$ cat config.mk
export PLATFORM = sky130hd
export DESIGN_NAME = fragment_jitter_buffer
export DESIGN_NICKNAME = d
export VERILOG_FILES = /design/src/fjb_pkg.sv /design/src/fjb_seq_ram.sv /design/src/fjb_engine.sv /design/src/fragment_jitter_buffer.sv
export SDC_FILE = /design/constraint.sdc
export NUM_CORES = 2
export LEC_CHECK = 0
export ABC_AREA = 1
export BUFFER_PORTS_ARGS = -buffer_cell sky130_fd_sc_hd__buf_2
export CAP_MARGIN = 30
export CELL_PAD_IN_SITES_DETAIL_PLACEMENT = 1
export CELL_PAD_IN_SITES_GLOBAL_PLACEMENT = 1
export CORE_MARGIN = 2
export CORE_UTILIZATION = 35
export CTS_BUF_LIST = sky130_fd_sc_hd__clkbuf_2
export CTS_CLUSTER_SIZE = 24
export DETAILED_ROUTE_END_ITERATION = 16
export MAX_ROUTING_LAYER = met4
export PLACE_DENSITY = 0.64
export SLEW_MARGIN = 25
export SYNTH_ARGS = -nofsm -noshare
export SYNTH_HDL_FRONTEND = slang
export SYNTH_SLANG_ARGS = --single-unit
$ cat constraint.sdc
create_clock -name clk_i -period 7.8 [get_ports clk_i]
set_input_delay 1.95 -clock clk_i [delete_from_list [all_inputs] [get_ports clk_i]]
set_output_delay 1.95 -clock clk_i [all_outputs]
set_load 0.02 [all_outputs]
$ cat src/fjb_pkg.sv
`timescale 1ns / 1ps
// ----------------------------------------------------------------------------
// fjb_pkg: shared types and constants of the fragment jitter buffer
// Request and response payloads, status codes and the slot completion helpers.
// ----------------------------------------------------------------------------
package fjb_pkg;

  localparam int SLOTS     = 16;
  localparam int SLOT_W    = $clog2(SLOTS);
  localparam int MAX_FRAG  = 16;
  localparam int FRAG_W    = 5;
  localparam int FIDX_W    = 4;
  localparam int SEQ_W     = 31;
  localparam int CNT_W     = 6;
  localparam int LAT_W     = 5;
  localparam int MASK_W    = MAX_FRAG + 1;

  localparam logic [LAT_W-1:0]         LAT_DEFAULT    = LAT_W'(SLOTS / 2);
  localparam logic [LAT_W-1:0]         BACKLOG_MARGIN = LAT_W'(4);
  localparam logic signed [CNT_W-1:0]  CNT_MIN        = CNT_W'(-(2 * SLOTS));
  localparam logic signed [CNT_W-1:0]  CNT_OVER       = CNT_W'(SLOTS);
  localparam logic [SEQ_W:0]           JUMP_LIMIT     = (SEQ_W + 1)'(SLOTS);

  typedef enum logic {
    ACT_PUSH = 1'b0,
    ACT_PULL = 1'b1
  } action_e;

  typedef enum logic [2:0] {
    ST_OK            = 3'd0,
    ST_FRAG_RECEIVED = 3'd1,
    ST_FRAG_DROPPED  = 3'd2,
    ST_PKT_DROPPED   = 3'd3,
    ST_OVERWROTE     = 3'd4,
    ST_NEED_DATA     = 3'd5,
    ST_ERROR         = 3'd6
  } status_e;

  typedef struct packed {
    logic              action;
    logic [SEQ_W-1:0]  seq_number;
    logic [FIDX_W-1:0] fragment_index;
    logic [FRAG_W-1:0] fragment_total;
  } fjb_req_t;

  typedef struct packed {
    logic [2:0]        status;
    logic [SLOT_W-1:0] slot_index;
    logic              packet_ready;
    logic [FRAG_W-1:0] max_fragments_seen;
  } fjb_rsp_t;

  // Write side of the sequence store.
  typedef struct packed {
    logic              we;
    logic [SLOT_W-1:0] addr;
    logic [SEQ_W-1:0]  data;
  } fjb_seq_wr_t;

  function automatic logic [MAX_FRAG-1:0] frag_mask(input logic [FRAG_W-1:0] cnt);
    logic [MASK_W-1:0] one_hot;
    one_hot   = MASK_W'(1) << cnt;
    frag_mask = MAX_FRAG'(one_hot - MASK_W'(1));
  endfunction

  function automatic logic slot_complete(input logic [FRAG_W-1:0]   cnt,
                                         input logic [MAX_FRAG-1:0] map);
    slot_complete = (cnt != '0) && (map == frag_mask(cnt));
  endfunction

endpackage

$ cat src/fjb_seq_ram.sv
`timescale 1ns / 1ps
// ----------------------------------------------------------------------------
// fjb_seq_ram: sequence number store
// One write and one registered read port; a same-cycle write to the read
// address is passed through so the reader always sees the newest value.
// ----------------------------------------------------------------------------
module fjb_seq_ram
  import fjb_pkg::*;
(
  input  logic              clk_i,
  input  logic              rd_en_i,
  input  logic [SLOT_W-1:0] rd_addr_i,
  output logic [SEQ_W-1:0]  rd_data_o,
  input  fjb_seq_wr_t       wr_i
);

  logic [SEQ_W-1:0] mem_q [SLOTS];
  logic [SEQ_W-1:0] rd_data_q;

  always_ff @(posedge clk_i) begin
    if (wr_i.we) begin
      mem_q[wr_i.addr] <= wr_i.data;
    end
  end

  always_ff @(posedge clk_i) begin
    if (rd_en_i) begin
      if (wr_i.we && (wr_i.addr == rd_addr_i)) begin
        rd_data_q <= wr_i.data;
      end else begin
        rd_data_q <= mem_q[rd_addr_i];
      end
    end
  end

  assign rd_data_o = rd_data_q;

endmodule

$ cat src/fjb_engine.sv
`timescale 1ns / 1ps
// ----------------------------------------------------------------------------
// fjb_engine: slot state and push/pull decision logic
// Holds per-slot fragment tracking and the buffer counters, and works out the
// response and the next state for one request combinationally.
// ----------------------------------------------------------------------------
module fjb_engine
  import fjb_pkg::*;
(
  input  logic              clk_i,
  input  logic              rst_ni,
  input  logic              exec_i,
  input  fjb_req_t          req_i,
  input  logic [SEQ_W-1:0]  slot_seq_i,
  input  logic [LAT_W-1:0]  latency_i,
  output fjb_rsp_t          rsp_o,
  output fjb_seq_wr_t       seq_wr_o
);

  logic                     held_q [SLOTS];
  logic                     held_d [SLOTS];
  logic [FRAG_W-1:0]        cnt_q  [SLOTS];
  logic [FRAG_W-1:0]        cnt_d  [SLOTS];
  logic [MAX_FRAG-1:0]      map_q  [SLOTS];
  logic [MAX_FRAG-1:0]      map_d  [SLOTS];
  logic signed [CNT_W-1:0]  cc_q, cc_d;
  logic                     refill_q, refill_d;
  logic [SLOT_W-1:0]        rs_q, rs_d;
  logic [SEQ_W-1:0]         prev_q, prev_d;
  logic                     pv_q, pv_d;
  logic [FRAG_W-1:0]        largest_q, largest_d;
  logic [FRAG_W-1:0]        cur_q, cur_d;

  logic [SEQ_W-1:0]         seq;
  logic [FRAG_W-1:0]        total;
  logic [SLOT_W-1:0]        s;
  logic                     bad_total;
  logic                     resync;
  logic                     h1;
  logic [FRAG_W-1:0]        cnt1;
  logic [MAX_FRAG-1:0]      map1;
  logic signed [CNT_W-1:0]  cc1, cc2, cc3;
  logic                     cmp1, step_a, step_b, step_c, step_d, held2;
  logic [MAX_FRAG-1:0]      map_base, map_new, frag_bit;
  logic                     frag_ok, cmp_new;
  logic [LAT_W-1:0]         lat;
  logic signed [CNT_W-1:0]  lat_s;
  logic signed [CNT_W:0]    backlog_lim;
  logic                     backlog;
  logic [SLOT_W-1:0]        nx;
  logic                     cmp_next;
  logic signed [CNT_W-1:0]  cc_pull;
  logic [2:0]               status;

  assign seq       = req_i.seq_number;
  assign total     = req_i.fragment_total;
  assign s         = seq[SLOT_W-1:0];
  assign bad_total = (total == '0) || (total > FRAG_W'(MAX_FRAG));

  // A jump of more than one buffer's worth of sequence numbers restarts it.
  always_comb begin
    if (seq > prev_q) begin
      resync = pv_q && (({1'b0, seq} - {1'b0, prev_q}) > JUMP_LIMIT);
    end else begin
      resync = pv_q && (({1'b0, prev_q} - {1'b0, seq}) > JUMP_LIMIT);
    end
  end

  assign h1   = resync ? 1'b0 : held_q[s];
  assign cnt1 = resync ? cur_q : cnt_q[s];
  assign map1 = resync ? '0 : map_q[s];
  assign cc1  = resync ? '0 : cc_q;

  assign cmp1   = slot_complete(cnt1, map1);
  assign step_a = (cnt1 != total);
  assign step_b = !step_a && cmp1;
  assign held2  = h1 && !step_a && !step_b;
  assign step_c = held2 && (seq > slot_seq_i);
  assign step_d = held2 && (seq < slot_seq_i);

  assign cc2 = (cmp1 && (cc1 != CNT_MIN)) ? cc1 - CNT_W'(1) : cc1;
  assign cc3 = cc2 + CNT_W'(1);

  assign map_base = (step_a || step_b || step_c) ? '0 : map1;
  assign frag_bit = MAX_FRAG'(1) << req_i.fragment_index;
  assign frag_ok  = (FRAG_W'(req_i.fragment_index) < total) && ((map_base & frag_bit) == '0);
  assign map_new  = frag_ok ? (map_base | frag_bit) : map_base;
  assign cmp_new  = slot_complete(total, map_new);

  assign lat         = (latency_i == '0) ? LAT_DEFAULT : latency_i;
  assign lat_s       = $signed({1'b0, lat});
  assign backlog_lim = $signed({2'b00, lat} + {2'b00, BACKLOG_MARGIN});
  assign backlog     = $signed({cc_q[CNT_W-1], cc_q}) > backlog_lim;

  assign nx       = rs_q + SLOT_W'(1);
  assign cmp_next = slot_complete(cnt_q[nx], map_q[nx]);
  assign cc_pull  = (cc_q != CNT_MIN) ? cc_q - CNT_W'(1) : cc_q;

  always_comb begin
    held_d    = held_q;
    cnt_d     = cnt_q;
    map_d     = map_q;
    cc_d      = cc_q;
    refill_d  = refill_q;
    rs_d      = rs_q;
    prev_d    = prev_q;
    pv_d      = pv_q;
    largest_d = largest_q;
    cur_d     = cur_q;
    status    = ST_OK;
    rsp_o     = '0;
    seq_wr_o  = '0;

    if (exec_i) begin
      if (req_i.action == ACT_PUSH) begin
        if (bad_total) begin
          status = ST_ERROR;
        end else begin
          prev_d = seq;
          pv_d   = 1'b1;
          if (resync) begin
            for (int i = 0; i < SLOTS; i++) begin
              held_d[i] = 1'b0;
              map_d[i]  = '0;
              cnt_d[i]  = cur_q;
            end
            refill_d = 1'b1;
            rs_d     = s - SLOT_W'(1);
          end
          cc_d = (step_a && cmp1) || step_b ? cc2 : cc1;
          if (step_a || step_b || step_c) begin
            cur_d = total;
          end
          if (step_a && (total > largest_q)) begin
            largest_d = total;
          end
          if (step_d) begin
            // An older packet than the one held: the fragment is discarded.
            status = ST_PKT_DROPPED;
          end else begin
            held_d[s]     = 1'b1;
            cnt_d[s]      = total;
            map_d[s]      = map_new;
            seq_wr_o.we   = 1'b1;
            seq_wr_o.addr = s;
            seq_wr_o.data = seq;
            if (step_c) begin
              status = ST_OVERWROTE;
            end else if (step_b) begin
              status = ST_PKT_DROPPED;
            end
            if (!frag_ok) begin
              status = ST_FRAG_DROPPED;
            end
            if (cmp_new) begin
              cc_d = cc3;
              if (cc3 >= lat_s) begin
                refill_d = 1'b0;
              end
              if (cc3 > CNT_OVER) begin
                status = ST_ERROR;
              end
            end else if (status == ST_OK) begin
              status = ST_FRAG_RECEIVED;
            end
          end
        end
      end else begin
        status = ST_NEED_DATA;
        if (!refill_q) begin
          if (cmp_next || backlog) begin
            held_d[rs_q] = 1'b0;
            map_d[rs_q]  = '0;
            cur_d        = cnt_q[rs_q];
            rs_d         = nx;
          end
          if (cmp_next) begin
            cc_d = cc_pull;
            if (cc_pull == '0) begin
              refill_d = 1'b1;
            end
            rsp_o.slot_index   = nx;
            rsp_o.packet_ready = 1'b1;
            status             = ST_OK;
          end
          if (cc_d[CNT_W-1]) begin
            status = ST_ERROR;
          end
        end
      end
    end

    rsp_o.status             = status;
    rsp_o.max_fragments_seen = largest_d;
  end

  always_ff @(posedge clk_i or negedge rst_ni) begin
    if (!rst_ni) begin
      for (int i = 0; i < SLOTS; i++) begin
        held_q[i] <= 1'b0;
        cnt_q[i]  <= FRAG_W'(1);
        map_q[i]  <= '0;
      end
      cc_q      <= '0;
      refill_q  <= 1'b1;
      rs_q      <= SLOT_W'(SLOTS - 1);
      pv_q      <= 1'b0;
      largest_q <= FRAG_W'(1);
      cur_q     <= FRAG_W'(1);
    end else begin
      held_q    <= held_d;
      cnt_q     <= cnt_d;
      map_q     <= map_d;
      cc_q      <= cc_d;
      refill_q  <= refill_d;
      rs_q      <= rs_d;
      pv_q      <= pv_d;
      largest_q <= largest_d;
      cur_q     <= cur_d;
    end
  end

  // Only meaningful while the valid flag is set, so no reset.
  always_ff @(posedge clk_i) begin
    prev_q <= prev_d;
  end

endmodule

$ cat src/fragment_jitter_buffer.sv
`timescale 1ns / 1ps
// ----------------------------------------------------------------------------
// fragment_jitter_buffer: jitter buffer with fragment reassembly tracking
// Tracks which fragments of each packet have arrived in a sixteen-slot ring
// and releases complete packets in sequence order once enough are buffered.
// ----------------------------------------------------------------------------
//
//   Channel   Direction  Handshake                  Payload
//   -------   ---------  -------------------------  -------------------------
//   in        input      in_valid_i / in_stall_o    in_data_i  (fjb_req_t)
//   out       output     out_valid_o / out_stall_i  out_data_o (fjb_rsp_t)
//   cfg       input      cfg_valid_i / cfg_ready_o  cfg_data_i (latency)
//
// Each request gives exactly one response after it is accepted: it is held
// in the request register (while the slot's sequence number is read
// from its store), then a single pass of decision logic into the response
// register. A new request can be taken every cycle unless a stalled response holds the pipeline.
// Reset is asynchronous and active low; all slots come out empty at once.
// A stalled response holds the response register, which in turn holds the
// request register and raises in_stall_o; no request is ever lost.
//
module fragment_jitter_buffer
  import fjb_pkg::*;
(
  input  logic             clk_i,
  input  logic             rst_ni,
  input  logic             in_valid_i,
  output logic             in_stall_o,
  input  fjb_req_t         in_data_i,
  output logic             out_valid_o,
  input  logic             out_stall_i,
  output fjb_rsp_t         out_data_o,
  input  logic             cfg_valid_i,
  output logic             cfg_ready_o,
  input  logic [LAT_W-1:0] cfg_data_i
);

  logic             in_valid_q, in_valid_d;
  fjb_req_t         req_q;
  logic             out_valid_q, out_valid_d;
  fjb_rsp_t         rsp_q;
  fjb_rsp_t         rsp;
  logic [LAT_W-1:0] latency_q;
  logic             accept;
  logic             exec;
  logic [SEQ_W-1:0] slot_seq;
  fjb_seq_wr_t      seq_wr;

  // The request in the register proceeds whenever the response register is
  // empty or is being emptied in this cycle.
  assign exec        = in_valid_q && (!out_valid_q || !out_stall_i);
  assign in_stall_o  = in_valid_q && !exec;
  assign accept      = in_valid_i && !in_stall_o;
  assign in_valid_d  = accept || (in_valid_q && !exec);
  assign out_valid_d = exec || (out_valid_q && out_stall_i);

  // The configuration register is always writable.
  assign cfg_ready_o = 1'b1;

  always_ff @(posedge clk_i or negedge rst_ni) begin
    if (!rst_ni) begin
      in_valid_q  <= 1'b0;
      out_valid_q <= 1'b0;
      latency_q   <= LAT_W'(8);
    end else begin
      in_valid_q  <= in_valid_d;
      out_valid_q <= out_valid_d;
      if (cfg_valid_i && cfg_ready_o) begin
        latency_q <= cfg_data_i;
      end
    end
  end

  always_ff @(posedge clk_i) begin
    if (accept) begin
      req_q <= in_data_i;
    end
    if (exec) begin
      rsp_q <= rsp;
    end
  end

  // The sequence store is read as the request is captured, so its data lines
  // up with the request register in the next cycle.
  fjb_seq_ram u_seq_ram (
    .clk_i     (clk_i),
    .rd_en_i   (accept),
    .rd_addr_i (in_data_i.seq_number[SLOT_W-1:0]),
    .rd_data_o (slot_seq),
    .wr_i      (seq_wr)
  );

  fjb_engine u_engine (
    .clk_i      (clk_i),
    .rst_ni     (rst_ni),
    .exec_i     (exec),
    .req_i      (req_q),
    .slot_seq_i (slot_seq),
    .latency_i  (latency_q),
    .rsp_o      (rsp),
    .seq_wr_o   (seq_wr)
  );

  assign out_valid_o = out_valid_q;
  assign out_data_o  = rsp_q;

`ifndef SYNTHESIS
  // A request that moves on always leaves a response behind.
  assert property (@(posedge clk_i) disable iff (!rst_ni)
    exec |=> out_valid_o)
    else $error("response missing after a request was processed");

  // A held request stays in the request register unchanged.
  assert property (@(posedge clk_i) disable iff (!rst_ni)
    (in_valid_q && !exec) |=> (in_valid_q && $stable(req_q)))
    else $error("held request was lost or changed");

  // A released packet is reported only with a good or error status.
  assert property (@(posedge clk_i) disable iff (!rst_ni)
    (out_valid_o && out_data_o.packet_ready) |->
      (out_data_o.status == ST_OK || out_data_o.status == ST_ERROR))
    else $error("packet released with an unexpected status");
`endif

endmodule

# --- Word level (Yosys, flattened, before mapping) ---
# Memories as Yosys holds them, arrays and structs flattened. A register that Yosys moved wholly into a read port is not among the register bits.
# Cells that the tools add are included.
classes:
  n_addsub: 11
  magnitude_cmp: 16
  n_eq_ne: 10
  shift: 4
  mux: 119
  n_bitwise: 13
  n_reduce_logical: 53
ops:
  columns: ["operator", "count"]
  rows:
  - ["$mux 256", 9]
  - ["$mux 80", 5]
  - ["$mux 16", 18]
  - ["$and 256x256->256", 1]
  - ["$bwmux 256", 1]
  - ["$not 256->256", 1]
  - ["$mux 36", 4]
  - ["$bmux 16 s4", 2]
  - ["$demux 16 s4", 2]
  - ["$mux 5", 18]
  - ["$bwmux 80", 1]
  - ["$mux 6", 13]
  - ["$gt 32x5->1 const B", 2]
  - ["$sub 31x31->32", 2]
  - ["$gt 31x31->1", 2]
  - ["$bmux 5 s4", 3]
  - ["$eq 16x16->1", 3]
  - ["$shl 1x5->16 const A", 3]
  - ["$sub 16x1->16 const B", 3]
  - ["$mux 3", 15]
  - ["$and 16x16->16", 2]
  - ["$or 16x16->16", 2]
  - ["$lt 31x31->1", 1]
  - ["$demux 5 s4", 1]
  - ["other kinds (42)", 112]
totals:
  register_bits: 466
  ram_bits: 496
  inputBits: 51
  output_inout_bits: 16
  mem_count: 1
memory_table:
  columns: ["name", "words", "width", "rd", "rd_ports_with_merged_regs", "write_ports", "line", "rtl"]
  rows:
  - ["u_seq_ram.mem_q", 16, 31, 1, 1, 1, "fjb_seq_ram.sv:17", "logic [SEQ_W-1:0] mem_q [SLOTS];"]

# --- Depth between registers and ports, before layout ---
depth:
  word_depth: 29
  ltp_mapped: 61
  ltp_nobuf: 55

# --- By module ---
# A second synthesis with hierarchy kept.
hier_totals:
  hier_cells: 7476
  hier_area_um2: 59454.5
modules_own_cells:
  columns: ["mod", "n_inst", "cells_each", "area_per_inst_um2", "seq_area_each_um2"]
  rows:
  - ["fjb_engine", 1, 5577, 35967.0, 10318.6]
  - ["fjb_seq_ram", 1, 1810, 21560.7, 15825.2]
  - ["fragment_jitter_buffer", 1, 89, 1926.8, 1798.0]

# --- Worst setup path after synthesis ---
# Ideal clock, no wire load.
synth_path:
  path_kind: "reg2reg"
  from: "reg req_q[10] in the netlist's numbering"
  to: "mem u_seq_ram.mem_q[11][0], enable pin"
  setup_ps: 419
  arrival_ps: 7772
  setup_slack_ps: -391
  path_stages_with_launch: 45
  cell_sequence: "edfxtp_1 > clkinv_1 > clkbuf_1 > clkbuf_1 > buf_2 > clkbuf_1 > buf_1 > ha_1 > nand2_1 > nand2_1 > nand2_1 > nand2_1 > nand2_1 > nand2_1 > nand2_1 > nand3_1 > nand2_1 > nand2_1 > [9 not listed] > nor2_2 > nand2_1 > ha_1 > a21oi_1 > o211ai_1 > a21oi_1 > nand2_1 > nor2_1 > nand3_1 > nor3_2 > nand3_2 > nand2_2 > inv_2 > nand3_2 > nand2_1 > nor2_1 > nand2_1 > nor2_1"
synth_via:
  elab_chain_cells: 19
synth_lines:
  columns: ["element", "line", "rtl"]
  rows:
  - ["start: declaration", "fragment_jitter_buffer.sv:39", "fjb_req_t req_q;"]
  - ["start signal: assignment", "fragment_jitter_buffer.sv:76", "req_q <= in_data_i;"]
  - ["$sub 31x31->32 (tied with other cells)", "fjb_engine.sv:65", "resync = pv_q && (({1'b0, prev_q} - {1'b0, seq}) > JUMP_LIMIT);"]
  - ["$gt 32x5->1 (tied with other cells)", "fjb_engine.sv:65", null]
  - ["$logic_and 1x1->1 (tied with other cells)", "fjb_engine.sv:65", null]
  - ["$mux 1 / $mux 5 (equally long branches)", "fjb_engine.sv:62, fjb_engine.sv:70", null]
  - ["$mux 5", "fjb_engine.sv:70", "assign cnt1 = resync ? cur_q : cnt_q[s];"]
  - ["$shl 1x5->16", "fjb_pkg.sv:62", "one_hot = MASK_W'(1) << cnt;"]
  - ["$sub 16x1->16", "fjb_pkg.sv:63", "frag_mask = MAX_FRAG'(one_hot - MASK_W'(1));"]
  - ["$eq 16x16->1", "fjb_pkg.sv:68", "slot_complete = (cnt != '0) && (map == frag_mask(cnt));"]
  - ["[3 not listed]", null, null]
  - ["$logic_and 1x1->1", "fjb_engine.sv:77", "assign held2 = h1 && !step_a && !step_b;"]
  - ["$logic_and 1x1->1", "fjb_engine.sv:79", "assign step_d = held2 && (seq < slot_seq_i);"]
  - ["$mux 36 (*)", "fjb_engine.sv:137", "if (step_d) begin"]
  - ["$mux 36 (*)", "fjb_engine.sv:116", "if (bad_total) begin"]
  - ["$mux 36 (*)", "fjb_engine.sv:115", "if (req_i.action == ACT_PUSH) begin"]
  - ["$mux 36 (*)", "fjb_engine.sv:114", "if (exec_i) begin"]
  - ["$mux 1", "fjb_seq_ram.sv:21", "if (wr_i.we) begin"]
  - ["$mux 1 (not written as such)", "fjb_seq_ram.sv:22", "mem_q[wr_i.addr] <= wr_i.data;"]
  - ["end: declaration", "fjb_seq_ram.sv:17", null]
# Mark *: on every way between the ends. The rest lies on a longest branch, timed or not. The select of a mux whose other input is x is not followed.

# --- Worst setup path after layout ---
layout_path:
  from: "reg u_engine.rs_q[1]"
  to: "reg u_engine.map_q[148] in the netlist's numbering"
layout_via:
  elab_chain_cells: 12
layout_lines:
  columns: ["element", "line", "rtl"]
  rows:
  - ["start: declaration", "fjb_engine.sv:28", "logic [SLOT_W-1:0] rs_q, rs_d;"]
  - ["start signal: assignment", "fjb_engine.sv:206", "rs_q <= SLOT_W'(SLOTS - 1);"]
  - ["start signal: assignment", "fjb_engine.sv:216", "rs_q <= rs_d;"]
  - ["$add 4x1->4 (*)", "fjb_engine.sv:95", "assign nx = rs_q + SLOT_W'(1);"]
  - ["named net u_engine.nx[1]", "fjb_engine.sv:50", "logic [SLOT_W-1:0] nx;"]
  - ["$not 4->5 (not written as such) (*)", "fjb_engine.sv:96", "assign cmp_next = slot_complete(cnt_q[nx], map_q[nx]);"]
  - ["$bmux 5 s4", "fjb_engine.sv:96", null]
  - ["$mux 5 (not written as such) (2 in series)", "fjb_engine.sv:96", null]
  - ["$shl 1x5->16", "fjb_pkg.sv:62", null]
  - ["$sub 16x1->16", "fjb_pkg.sv:63", null]
  - ["$eq 16x16->1", "fjb_pkg.sv:68", null]
  - ["$logic_and 1x1->1 (*)", "fjb_pkg.sv:68", null]
  - ["$logic_or 1x1->1 (*)", "fjb_engine.sv:171", "if (cmp_next || backlog) begin"]
  - ["$ne 2x1->1 (no source line) (*)", null, null]
  - ["$reduce_and 4->1 (no source line) (*)", null, null]
  - ["end signal: assignment", "fjb_engine.sv:213", "map_q <= map_d;"]
  - ["end: declaration", "fjb_engine.sv:24", "logic [MAX_FRAG-1:0] map_q [SLOTS];"]
# The timed path passes the listed nets; every way through them passes the cells marked *. The select of a mux whose other input is x is not followed.
# A chain may end at the register's enable or synchronous reset.

==> run metrics <==
status=complete, no violations; sequential power share=35.8%; Layout Nets=7,730; CP Max Fanout=56; Final min period=7450 ps; worst hold margin=380 ps; Vias/cell=5.85; io pins=67; switching part of the total=47.0%; CP Launch Type=flip-flop; Setup-failing EPs final=0; Post-Syn Area=59,300 um2; PwrDens=296 nW/um2; initial drt markers=5,617; gr ovfl total=0; CTS buffer count=303; Worst EP required=9360 ps; worst-case clock buffer depth=4; Post-Syn Instances=7,383; Die ar.=173,000 um2; Seq/Total Area, Yosys=47.1%; DRT Pass-1 Iters=6; total wire length=258 mm; Critical R2R Launch=u_engine.rs_q[1]$_DFFE_PN1P_; synth-to-layout area growth=10.9%; Worst Setup SP=u_engine.rs_q[1]$_DFFE_PN1P_; drt wl/cell=25.9 um; largest cells by area after synthesis=edfxtp_1 31%, dfrtp_1 15%, o21ai_0 8.9%; overall power=19.5 mW; VDD IR max=344 uV; total global-route track usage=30.1%; Placement Rows=151; CTS clk-pin slew, worst paths=100 ps; clock sinks=993; Net Sw Power=9.16 mW; Remaining DRCs=0; Comb power frac=44.2%; synth warn=0; Initial Utilization=35.1%; prevailing post-synth register cell=edfxtp_1; worst min-delay path startpoint=in_data_i[0]; utilization after layout=38.9%; Rel. slew slack=17.5%; count leader, synth=nand2_1; fin cells=9,951; crit-path max cell delay=1030 ps; number of flops mapped to enable cells by yosys=612; Least-Margin Pin Slew=1240 ps; Synth Area per Inst=8.03 um2; CP arrival=9020 ps; clock share of power=20.0%; layout cells sized above 1=13.4%; Die Ht=416 um; Worst Hold Class=in2reg; Max Freq=134 MHz; synth cell count leaders=1,078 x nand2_1, 1,054 x o21ai_0, 927 x nor2_1; GP Congestion=0.921; CTS root buffer=clkbuf_2; CP max stage cell=dfstp_2; critical path class=reg2reg; first-pass GRT wire length=384 mm; DRT antenna net count=0; Synth cell types=71; H-tree levels=5; Die X=416 um; # port buffers=65; ys async rst share=38.4%; pin count of the biggest net entering global routing=170; Pleak=27.6 nW; core area=169,000 um2; Worst-Skew Late Latency=1790 ps; Post-DP HPWL=167 mm; DR vias=58.2k; Mapped Nets=7,567; Int Power=10.3 mW; initial antenna violation count=5; period utilization=95.5%; R2R Setup Slk=350 ps; Most common cell on crit path=inv_1; MaxCap Viol Count=0; skew final=199 ps; CTS tree=yes; Synth top area share=31.0%; register bit total from synthesis=993; final hold vios=0; vias in the first global route=58.6k; dominant cell type by area after synthesis=edfxtp_1; Slew Viols, Final=0; Critical Path Sink Type=flip-flop; placed cells=9,434
==> timing repair <==
action / CTS / global route
buffers inserted: 0 / 18
hold endpoints to repair: 2 / 0
hold buffers: 1 / 0
resized for setup: 0 / 23
setup endpoints to repair: 0 / 296
==> power by group through the flow <==
stage	logic (mW)	clock network [mW]	registers, mW
after detailed placement	8.36	0	7.08
after CTS	8.40	4.02	6.97
final	8.62	3.89	6.99
after floorplan	5.24	0	6.88
after global routing	9.35	4.27	7.08
after global placement	8.21	0	7.03
==> cell type report <==
cell class / instances / area (um2)
Fill cell: 20398 / 103000
Timing Repair Buffer: 370 / 3010
Sequential cell: 993 / 27900
Antenna cell: 8 / 20.0
Clock buffer: 441 / 2210
Tap cell: 2218 / 2780
Clock inverter: 43 / 165
Inverter: 779 / 2960
Multi-Input combinational cell: 5099 / 26700
==> cell families after synthesis <==
group | synth area share, %
simple gates | 17.2
compound gates | 23.7
flops | 47.1
other cells | 0.00632
fa+ha+maj | 2.82
xor+xnor | 0.709
buf+inv | 8.35
mux | 0.0380
==> worst max-delay path, delay by kind of cell, from the launching register on <==
family / cells / cell delay (ps)
flip-flops: 1 / 1030
AO/OA/AOI/OAI: 6 / 1260
buffers and inverters: 9 / 2080
AND/OR/NAND/NOR: 13 / 1980
adder cells (fa/ha/maj): 2 / 780
==> routing by layer <==
metal / global-route usage (%) / vias up / part of all wire, %
met5: - / - / 0
met3: 5.53 / 462 / 7.8
met4: 9.47 / 0 / 2.9
li1: - / 26153 / -
met2: 44.4 / 2229 / 44
met1: 41.9 / 29348 / 46
==> cells in the final DEF, fill, tap and decap left out, types with 43 or more instances in the layout <==
master,synthesis,routed
nand2_1,1078,1070
o21ai_0,1054,1053
nor2_1,927,903
inv_1,730,720
a21oi_1,724,718
edfxtp_1,612,612
clkbuf_2,1,441
dfrtp_1,357,357
buf_4,5,273
nand3_1,234,233
ha_1,132,127
o32ai_1,123,123
o211ai_1,112,112
o22ai_1,107,107
o221ai_1,99,99
a31oi_1,96,96
nand4_1,83,83
buf_2,19,61
clkinv_1,16,45
inv_2,31,43
==> sequential cells by signal, indices dropped and copies added (netlist names), 4 cells and up <==
register             flops
u_engine.cc_q            6
u_engine.rs_q            4
req_q                   41
u_engine.cur_q           5
u_engine.largest_q       5
u_seq_ram.mem_q        496
u_engine.held_q         16
u_engine.cnt_q          80
u_engine.prev_q         31
u_seq_ram.rd_data_o     31
u_engine.map_q         256
out_data_o              13
latency_q                5
==> through the flow <==
stage	instance area [um2]	TNS, ps	setup slack, ps
after floorplan	59300	-96950	-391
after global placement	63000	0	277
after detailed placement	63100	0	213
after CTS	65400	0	141
after global routing	65800	-3.11	-3.11
final	65800	0	349
==> final timing paths <==
check / to / cells after the start
max in group asynchronous: u_engine.map_q[221]$_DFFE_PN0P_ / 3
hold / removal: req_q[0]$_DFFE_PP_ / 1
hold reg to reg: u_engine.prev_q[14]$_DFFE_PP_ / 0
setup / recovery: u_engine.map_q[148]$_DFFE_PN0P_ / 30
setup reg to reg: u_engine.map_q[148]$_DFFE_PN0P_ / 30
min in group asynchronous: u_engine.map_q[77]$_DFFE_PN0P_ / 2
(Power assumes the default switching activity.)
